--- src/cpp_pkg.sv ---
// shared types and constants for the closest point pairs unit
package cpp_pkg;
    localparam int MAX_POINTS = 64;
    localparam int MAX_PAIRS  = 16;
    localparam int COORD_BITS = 16;
    localparam int IDX_BITS   = $clog2(MAX_POINTS);
    localparam int CNT_BITS   = $clog2(MAX_POINTS + 1);
    localparam int PIDX_BITS  = (MAX_PAIRS > 1) ? $clog2(MAX_PAIRS) : 1;
    localparam int PCNT_BITS  = $clog2(MAX_PAIRS + 1);
    localparam int DIST_BITS  = 2 * COORD_BITS + 1;
    localparam int DIFF_BITS  = COORD_BITS + 1;

    typedef logic signed [COORD_BITS-1:0] t_coord;
    typedef struct packed {
        t_coord x;
        t_coord y;
    } t_point;

    typedef struct packed {
        t_coord           first_x;
        t_coord           first_y;
        t_coord           second_x;
        t_coord           second_y;
        logic [DIST_BITS-1:0] dist_sq;
        logic             pair_valid;
        logic             pairs_dropped;
        logic             last_pair;
    } t_result;

    typedef enum logic [3:0] {
        ST_LOAD, ST_SORT_RD, ST_SORT_CMP, ST_SORT_WR, ST_SORT_PUT,
        ST_SCAN_RD, ST_SCAN_SUB, ST_SCAN_MUL, ST_SCAN_ACC,
        ST_EMIT_RD, ST_EMIT_RD2, ST_EMIT_SHOW, ST_EMIT_OUT, ST_EMPTY
    } t_state;

    // commands from the controller to the datapath
    typedef struct packed {
        logic load;          // store the input point
        logic clear_count;   // end of run
        logic key_load;      // key = store[i]
        logic rd_j1;         // read store[j-1]
        logic shift_wr;      // store[j] = store[j-1]
        logic key_wr;        // store[j] = key
        logic sort_init;     // i = 1, j = 1
        logic sort_next_i;   // i++, j = i
        logic sort_dec_j;    // j--
        logic scan_init;     // i = 0, j = 1, first pair
        logic scan_rd;       // read store[i], store[j]
        logic scan_sub;
        logic scan_mul;
        logic scan_acc;
        logic emit_init;
        logic emit_rd;
        logic emit_rd2;
        logic emit_show;
        logic emit_next;
        logic out_empty;
    } t_cmd;

    // status from the datapath back to the controller
    typedef struct packed {
        logic few;           // fewer than two points stored
        logic sort_done;     // i >= count
        logic key_less;      // key < store[j-1]
        logic j_zero;
        logic scan_last;     // current pair is the last
        logic emit_last;
    } t_status;
endpackage

--- src/cpp_ctrl.sv ---
// sequencer for load, insertion sort, pair scan and emission
module cpp_ctrl (
    input  logic             i_clk,
    input  logic             i_rst_n,
    input  logic             i_in_valid,
    input  logic             i_in_last,
    output logic             o_in_ready,
    output logic             o_out_valid,
    input  logic             i_out_ready,
    input  cpp_pkg::t_status i_status,
    output cpp_pkg::t_cmd    o_cmd
);
    cpp_pkg::t_state r_state, n_state;

    always_ff @(posedge i_clk) begin
        if (!i_rst_n) r_state <= cpp_pkg::ST_LOAD;
        else          r_state <= n_state;
    end

    always_comb begin
        n_state     = r_state;
        o_cmd       = '0;
        o_in_ready  = 1'b0;
        o_out_valid = 1'b0;
        unique case (r_state)
            cpp_pkg::ST_LOAD: begin
                o_in_ready = 1'b1;
                if (i_in_valid) begin
                    o_cmd.load = 1'b1;
                    if (i_in_last) begin
                        o_cmd.sort_init = 1'b1;
                        n_state = cpp_pkg::ST_SORT_RD;
                    end
                end
            end
            cpp_pkg::ST_SORT_RD: begin
                if (i_status.few) begin
                    o_cmd.out_empty = 1'b1;
                    n_state = cpp_pkg::ST_EMPTY;
                end else if (i_status.sort_done) begin
                    o_cmd.scan_init = 1'b1;
                    n_state = cpp_pkg::ST_SCAN_RD;
                end else begin
                    o_cmd.key_load = 1'b1;
                    o_cmd.rd_j1    = 1'b1;
                    n_state = cpp_pkg::ST_SORT_CMP;
                end
            end
            cpp_pkg::ST_SORT_CMP: begin
                if (i_status.key_less) begin
                    o_cmd.shift_wr   = 1'b1;
                    o_cmd.sort_dec_j = 1'b1;
                    n_state = cpp_pkg::ST_SORT_WR;
                end else begin
                    n_state = cpp_pkg::ST_SORT_PUT;
                end
            end
            cpp_pkg::ST_SORT_WR: begin
                if (i_status.j_zero) begin
                    n_state = cpp_pkg::ST_SORT_PUT;
                end else begin
                    o_cmd.rd_j1 = 1'b1;
                    n_state = cpp_pkg::ST_SORT_CMP;
                end
            end
            cpp_pkg::ST_SORT_PUT: begin
                o_cmd.key_wr      = 1'b1;
                o_cmd.sort_next_i = 1'b1;
                n_state = cpp_pkg::ST_SORT_RD;
            end
            cpp_pkg::ST_SCAN_RD: begin
                o_cmd.scan_rd = 1'b1;
                n_state = cpp_pkg::ST_SCAN_SUB;
            end
            cpp_pkg::ST_SCAN_SUB: begin
                o_cmd.scan_sub = 1'b1;
                n_state = cpp_pkg::ST_SCAN_MUL;
            end
            cpp_pkg::ST_SCAN_MUL: begin
                o_cmd.scan_mul = 1'b1;
                n_state = cpp_pkg::ST_SCAN_ACC;
            end
            cpp_pkg::ST_SCAN_ACC: begin
                o_cmd.scan_acc = 1'b1;
                if (i_status.scan_last) begin
                    o_cmd.emit_init = 1'b1;
                    n_state = cpp_pkg::ST_EMIT_RD2;
                end else begin
                    n_state = cpp_pkg::ST_SCAN_RD;
                end
            end
            cpp_pkg::ST_EMIT_RD2: begin
                o_cmd.emit_rd2 = 1'b1;
                n_state = cpp_pkg::ST_EMIT_RD;
            end
            cpp_pkg::ST_EMIT_RD: begin
                o_cmd.emit_rd = 1'b1;
                n_state = cpp_pkg::ST_EMIT_SHOW;
            end
            cpp_pkg::ST_EMIT_SHOW: begin
                // result register loads here from the delayed read command
                n_state = cpp_pkg::ST_EMIT_OUT;
            end
            cpp_pkg::ST_EMIT_OUT: begin
                // result stays until taken
                o_out_valid = 1'b1;
                if (i_out_ready) begin
                    if (i_status.emit_last) begin
                        o_cmd.clear_count = 1'b1;
                        n_state = cpp_pkg::ST_LOAD;
                    end else begin
                        o_cmd.emit_next = 1'b1;
                        n_state = cpp_pkg::ST_EMIT_RD2;
                    end
                end
            end
            cpp_pkg::ST_EMPTY: begin
                o_out_valid = 1'b1;
                if (i_out_ready) begin
                    o_cmd.clear_count = 1'b1;
                    n_state = cpp_pkg::ST_LOAD;
                end
            end
            default: n_state = cpp_pkg::ST_LOAD;
        endcase
    end
endmodule

--- config.mk ---
export PLATFORM = sky130hd
export DESIGN_NAME = cpp_ctrl
export DESIGN_NICKNAME = d
export VERILOG_FILES = /design/src/cpp_pkg.sv /design/src/cpp_ctrl.sv
export SDC_FILE = /design/constraint.sdc
export NUM_CORES = 1
export LEC_CHECK = 0
export ABC_AREA = 0
export BUFFER_PORTS_ARGS = -buffer_cell sky130_fd_sc_hd__buf_4
export CORE_MARGIN = 5
export CORE_UTILIZATION = 40
export CTS_CLUSTER_DIAMETER = 150
export DETAILED_ROUTE_END_ITERATION = 16
export PLACE_DENSITY = 0.74
export SYNTH_ARGS = -nofsm -noshare
export SYNTH_HDL_FRONTEND = slang
export SYNTH_SLANG_ARGS = --single-unit
--- constraint.sdc ---
create_clock -name i_clk -period 1.5 [get_ports i_clk]
set_input_delay 0.15 -clock i_clk [delete_from_list [all_inputs] [get_ports i_clk]]
set_output_delay 0.15 -clock i_clk [all_outputs]
set_load 0.05 [all_outputs]
**Word level (Yosys, flattened, before mapping)**

Index checks and enable logic that the tools add are counted.

- Multiplexer cells: 45
- Eq/ne operators: 17
- Reduce and logical (&&, ||, !) cells: 3

Operators with widths:

| operator | count |
|---|---|
| $pmux 4 s14 | 1 |
| $mux 1 | 29 |
| $mux 4 | 7 |
| $eq 4x4->1 const B | 6 |
| $eq 4x3->1 const B | 4 |
| $mux 3 | 3 |
| $eq 4x2->1 const B | 2 |
| $ne 2x2->1 const B | 4 |
| $mux 2 | 3 |
| $eq 4x1->1 const B | 1 |
| $logic_not 4->1 | 1 |
| $pmux 1 s2 | 2 |
| $reduce_and 4->1 | 1 |
| $reduce_or 2->1 | 1 |

- Flip-flop bits (word level): 4
- Logic and storage cells: 66

**Longest topological paths before layout**

- Depth after elaboration: 3
- Gate-level depth with buffers: 6

**Least setup slack after synthesis**

Ideal clock, no wire load.

- Kind: register -> output
- From: reg r_state[3]
- To: out o_cmd[14] (netlist bit)
- Data arrival time: 2.293 ns
- Buffers on the path: 3
- Setup slack: -0.943 ns
- Cell stages (with the launch flop): 6
- Cells stage by stage: dfxtp_1 buf_4 clkbuf_1 nand2b_1 nor3_1 buf_4

RTL lines:

| what | line | text |
|---|---|---|
| start: declaration | cpp_ctrl.sv:13 | `cpp_pkg::t_state r_state, n_state;` |
| start signal: assignment | cpp_ctrl.sv:16 | `if (!i_rst_n) r_state <= cpp_pkg::ST_LOAD;` |
| start signal: assignment | cpp_ctrl.sv:17 | `else r_state <= n_state;` |
| end: declaration | cpp_ctrl.sv:11 | `output cpp_pkg::t_cmd o_cmd` |

==> flow_summary.yaml <==
outcome:
  outcome: "finished with violations"
  violations: "negative setup slack"
timing:
  setup_viol: 1
  worst_slack_ns: -0.0165
  clock.fmax_mhz: 659
  whs_ns: 0.174
  clock_skew_ns: 0.00276
  period_minus_slack_ns: 1.52
  grt_setup_unrepaired: "yes"
  finalMaxSlewViolations: 0
  hold_violations: 0
  fin_crit_sh: 1.01
critical_path:
  cp_slowest_cell: "dfxtp_4"
  worstSetupPathType: "reg2out"
  cp-start-kind: "flip-flop"
  arrival_ns: 1.37
  crit_buf_inv: 2
  cp-end-kind: "primary output"
  path_cells: "buf_6 -> nor4_4 -> and3_4 -> buf_8"
  required_ns: 1.35
  cp_max_fo: 5
  reg2reg_slack_ns: 0.06
  critical_path.top_delay_family: "simple AND/OR/NAND/NOR gates"
  max_stage_delay_ns: 0.35
pwr:
  switching_power_mw: 1.17
  powerDensity_nw_per_um2: 1970
  internal_power_mw: 1.04
  power.clock.fraction: 0.060
  swShare: 0.530
  leakage_nw: 0.489
  total_power_mw: 2.21
  p_seq_frac: 0.124
  comb_power_share: 0.816
  peakVddDrop_uv: 1700
final_layout:
  antennaDiodeCount: 0
  fillCellCount: 80
  top_register: "r_state"
  largest_registers: "r_state (4)"
  drive_above_1_share: 0.635
  final_cell_area_um2: 1120
  syn2layout_area_growth_pct: 98.0
  final_nets: 139
  largest_reg_flops: 4
synth:
  synth.avg_cell_area_um2: 6.58
  synth_most_common_cell: "nor2_1"
  syn-num-nets: 97
  synth_top_area_cell: "dfxtp_1"
  synth.distinct_cells: 31
  synth_edf_count: 0
  synth_area_um2: 566
  yosys-top-cells-count: "nor2_1 (14), nor3_1 (9), a21oi_1 (7), nand2_1 (7), nand2b_1 (6)"
  synthFlopType: "dfxtp_1"
  yosysSeqAreaShare: 0.142
  ys_async_sr_fraction: 0
  synthCells: 86
  ys_warn_count: 0
  synthTopCellsByArea: "dfxtp_1 (14%), nor2_1 (9.3%), nor3_1 (8.0%)"
  synth-seq-cells: 4
  yosys.area.top_type_share: 0.142
flow_run:
  maxCapViolations: 0
placement:
  dp_hpwl_mm: 1.41
  preCtsSetupSlack_ns: 0.0636
  gp_congestion: 0.850
  portBuffers: 31
  place_area_um2: 922
die:
  io_pins: 33
  die_y_um: 47.6
  start_util: 0.429
  core_um2: 1320
  die_area_um2: 2270
  die_w_um: 47.6
  rows: 13
clock_tree:
  clk-insertion-delay-late_ns: 0.24
  ctsRootBufferMaster: "clkbuf_4"
  hold_buffers: 0
  cts_tree: "done"
  clock_sinks: 4
  cts-buffers-inserted: 3
  htree_levels: 1
  clkTransAtPathRegs_ns: 0.03
  clockBufferDepth: 2
grt:
  grt_pass1_vias: 674
  grt_overflow_total: 0
  antenna_found_initial: 0
  grt_pass1_wl_mm: 2.99
  grt_usage: 0.185
  grt_max_degree: 10
drt:
  wl_per_cell_um: 15.5
  dr_total_vias: 767
  drt_iter0_drc: 24
  viasPerCell: 5.44
  ant_nets: 0
  firstDrtPassIters: 6
  wl_mm: 2.18
  drc: 0
hold_path:
  hold_class: "in2reg"
[final cells by class]
| type | count | area (µm²) | share of cell area |
|---|---|---|---|
| Tap cell | 15 | 18.8 | 0.0168 |
| Clock buffer | 3 | 22.5 | 0.0201 |
| Timing Repair Buffer | 46 | 428 | 0.382 |
| Multi-Input combinational cell | 73 | 556 | 0.496 |
| Sequential cell | 4 | 95.1 | 0.0849 |
[layout by cell type (no fill, tap or decap), drive strengths merged, types with 3 or more instances in the layout]
cell	count
nand3	3
buf	46
nor2	14
nand2b	6
clkbuf	3
o21ai	4
a21oi	7
and3	3
nor3	9
nor2b	4
dfxtp	4
nand2	7
[power groups by stage]
stage / clock network [mW] / logic [mW] / registers (mW)
after global routing: 0.146 / 1.91 / 0.283
after global placement: 0 / 1.45 / 0.234
after detailed placement: 0 / 1.47 / 0.236
final: 0.133 / 1.80 / 0.274
after CTS: 0.131 / 1.61 / 0.245
after floorplan: 0 / 1.17 / 0.197
[per-layer routing]
metal / GRT usage / wire length (µm) / share of wire / vias up
li1: - / - / - / 382
met1: 0.225 / 846 / 0.39 / 350
met2: 0.340 / 1150 / 0.53 / 31
met3: 0.0338 / 152 / 0.070 / 4
met4: 0.0323 / 27 / 0.012 / 0
met5: 0 / 0 / 0 / -
[final timing paths]
kind                                  from  depth (start not counted)          to
worst min register to register  r_state[2]                          1  r_state[3]
worst min-delay path               i_rst_n                          2  r_state[2]
worst max-delay path            r_state[0]                          4   o_cmd[13]
worst max register to register  r_state[1]                          7  r_state[1]
[stage by stage]
stage                     TNS [ns]   util  cells
after detailed placement         0  0.700    132
after global routing        -0.449  0.850    141
final                      -0.0165  0.850    141
after global placement           0  0.700    132
after CTS                  -0.0712  0.791    138
after floorplan             -0.966      -     86
[cell families after synthesis]
logic type | after synthesis | synth area share
simple gates | 52 | 0.489
other cells | 1 | 0.00663
flops | 4 | 0.142
buf+inv | 9 | 0.122
compound gates | 20 | 0.241
[repair_timing]
action	in CTS	in global routing
setup buffers	3	3
gates resized for setup	22	17
gates cloned	0	0
pin swaps	4	6
setup endpoints to repair	18	17
No activity file was read; power rests on OpenSTA's default activity.
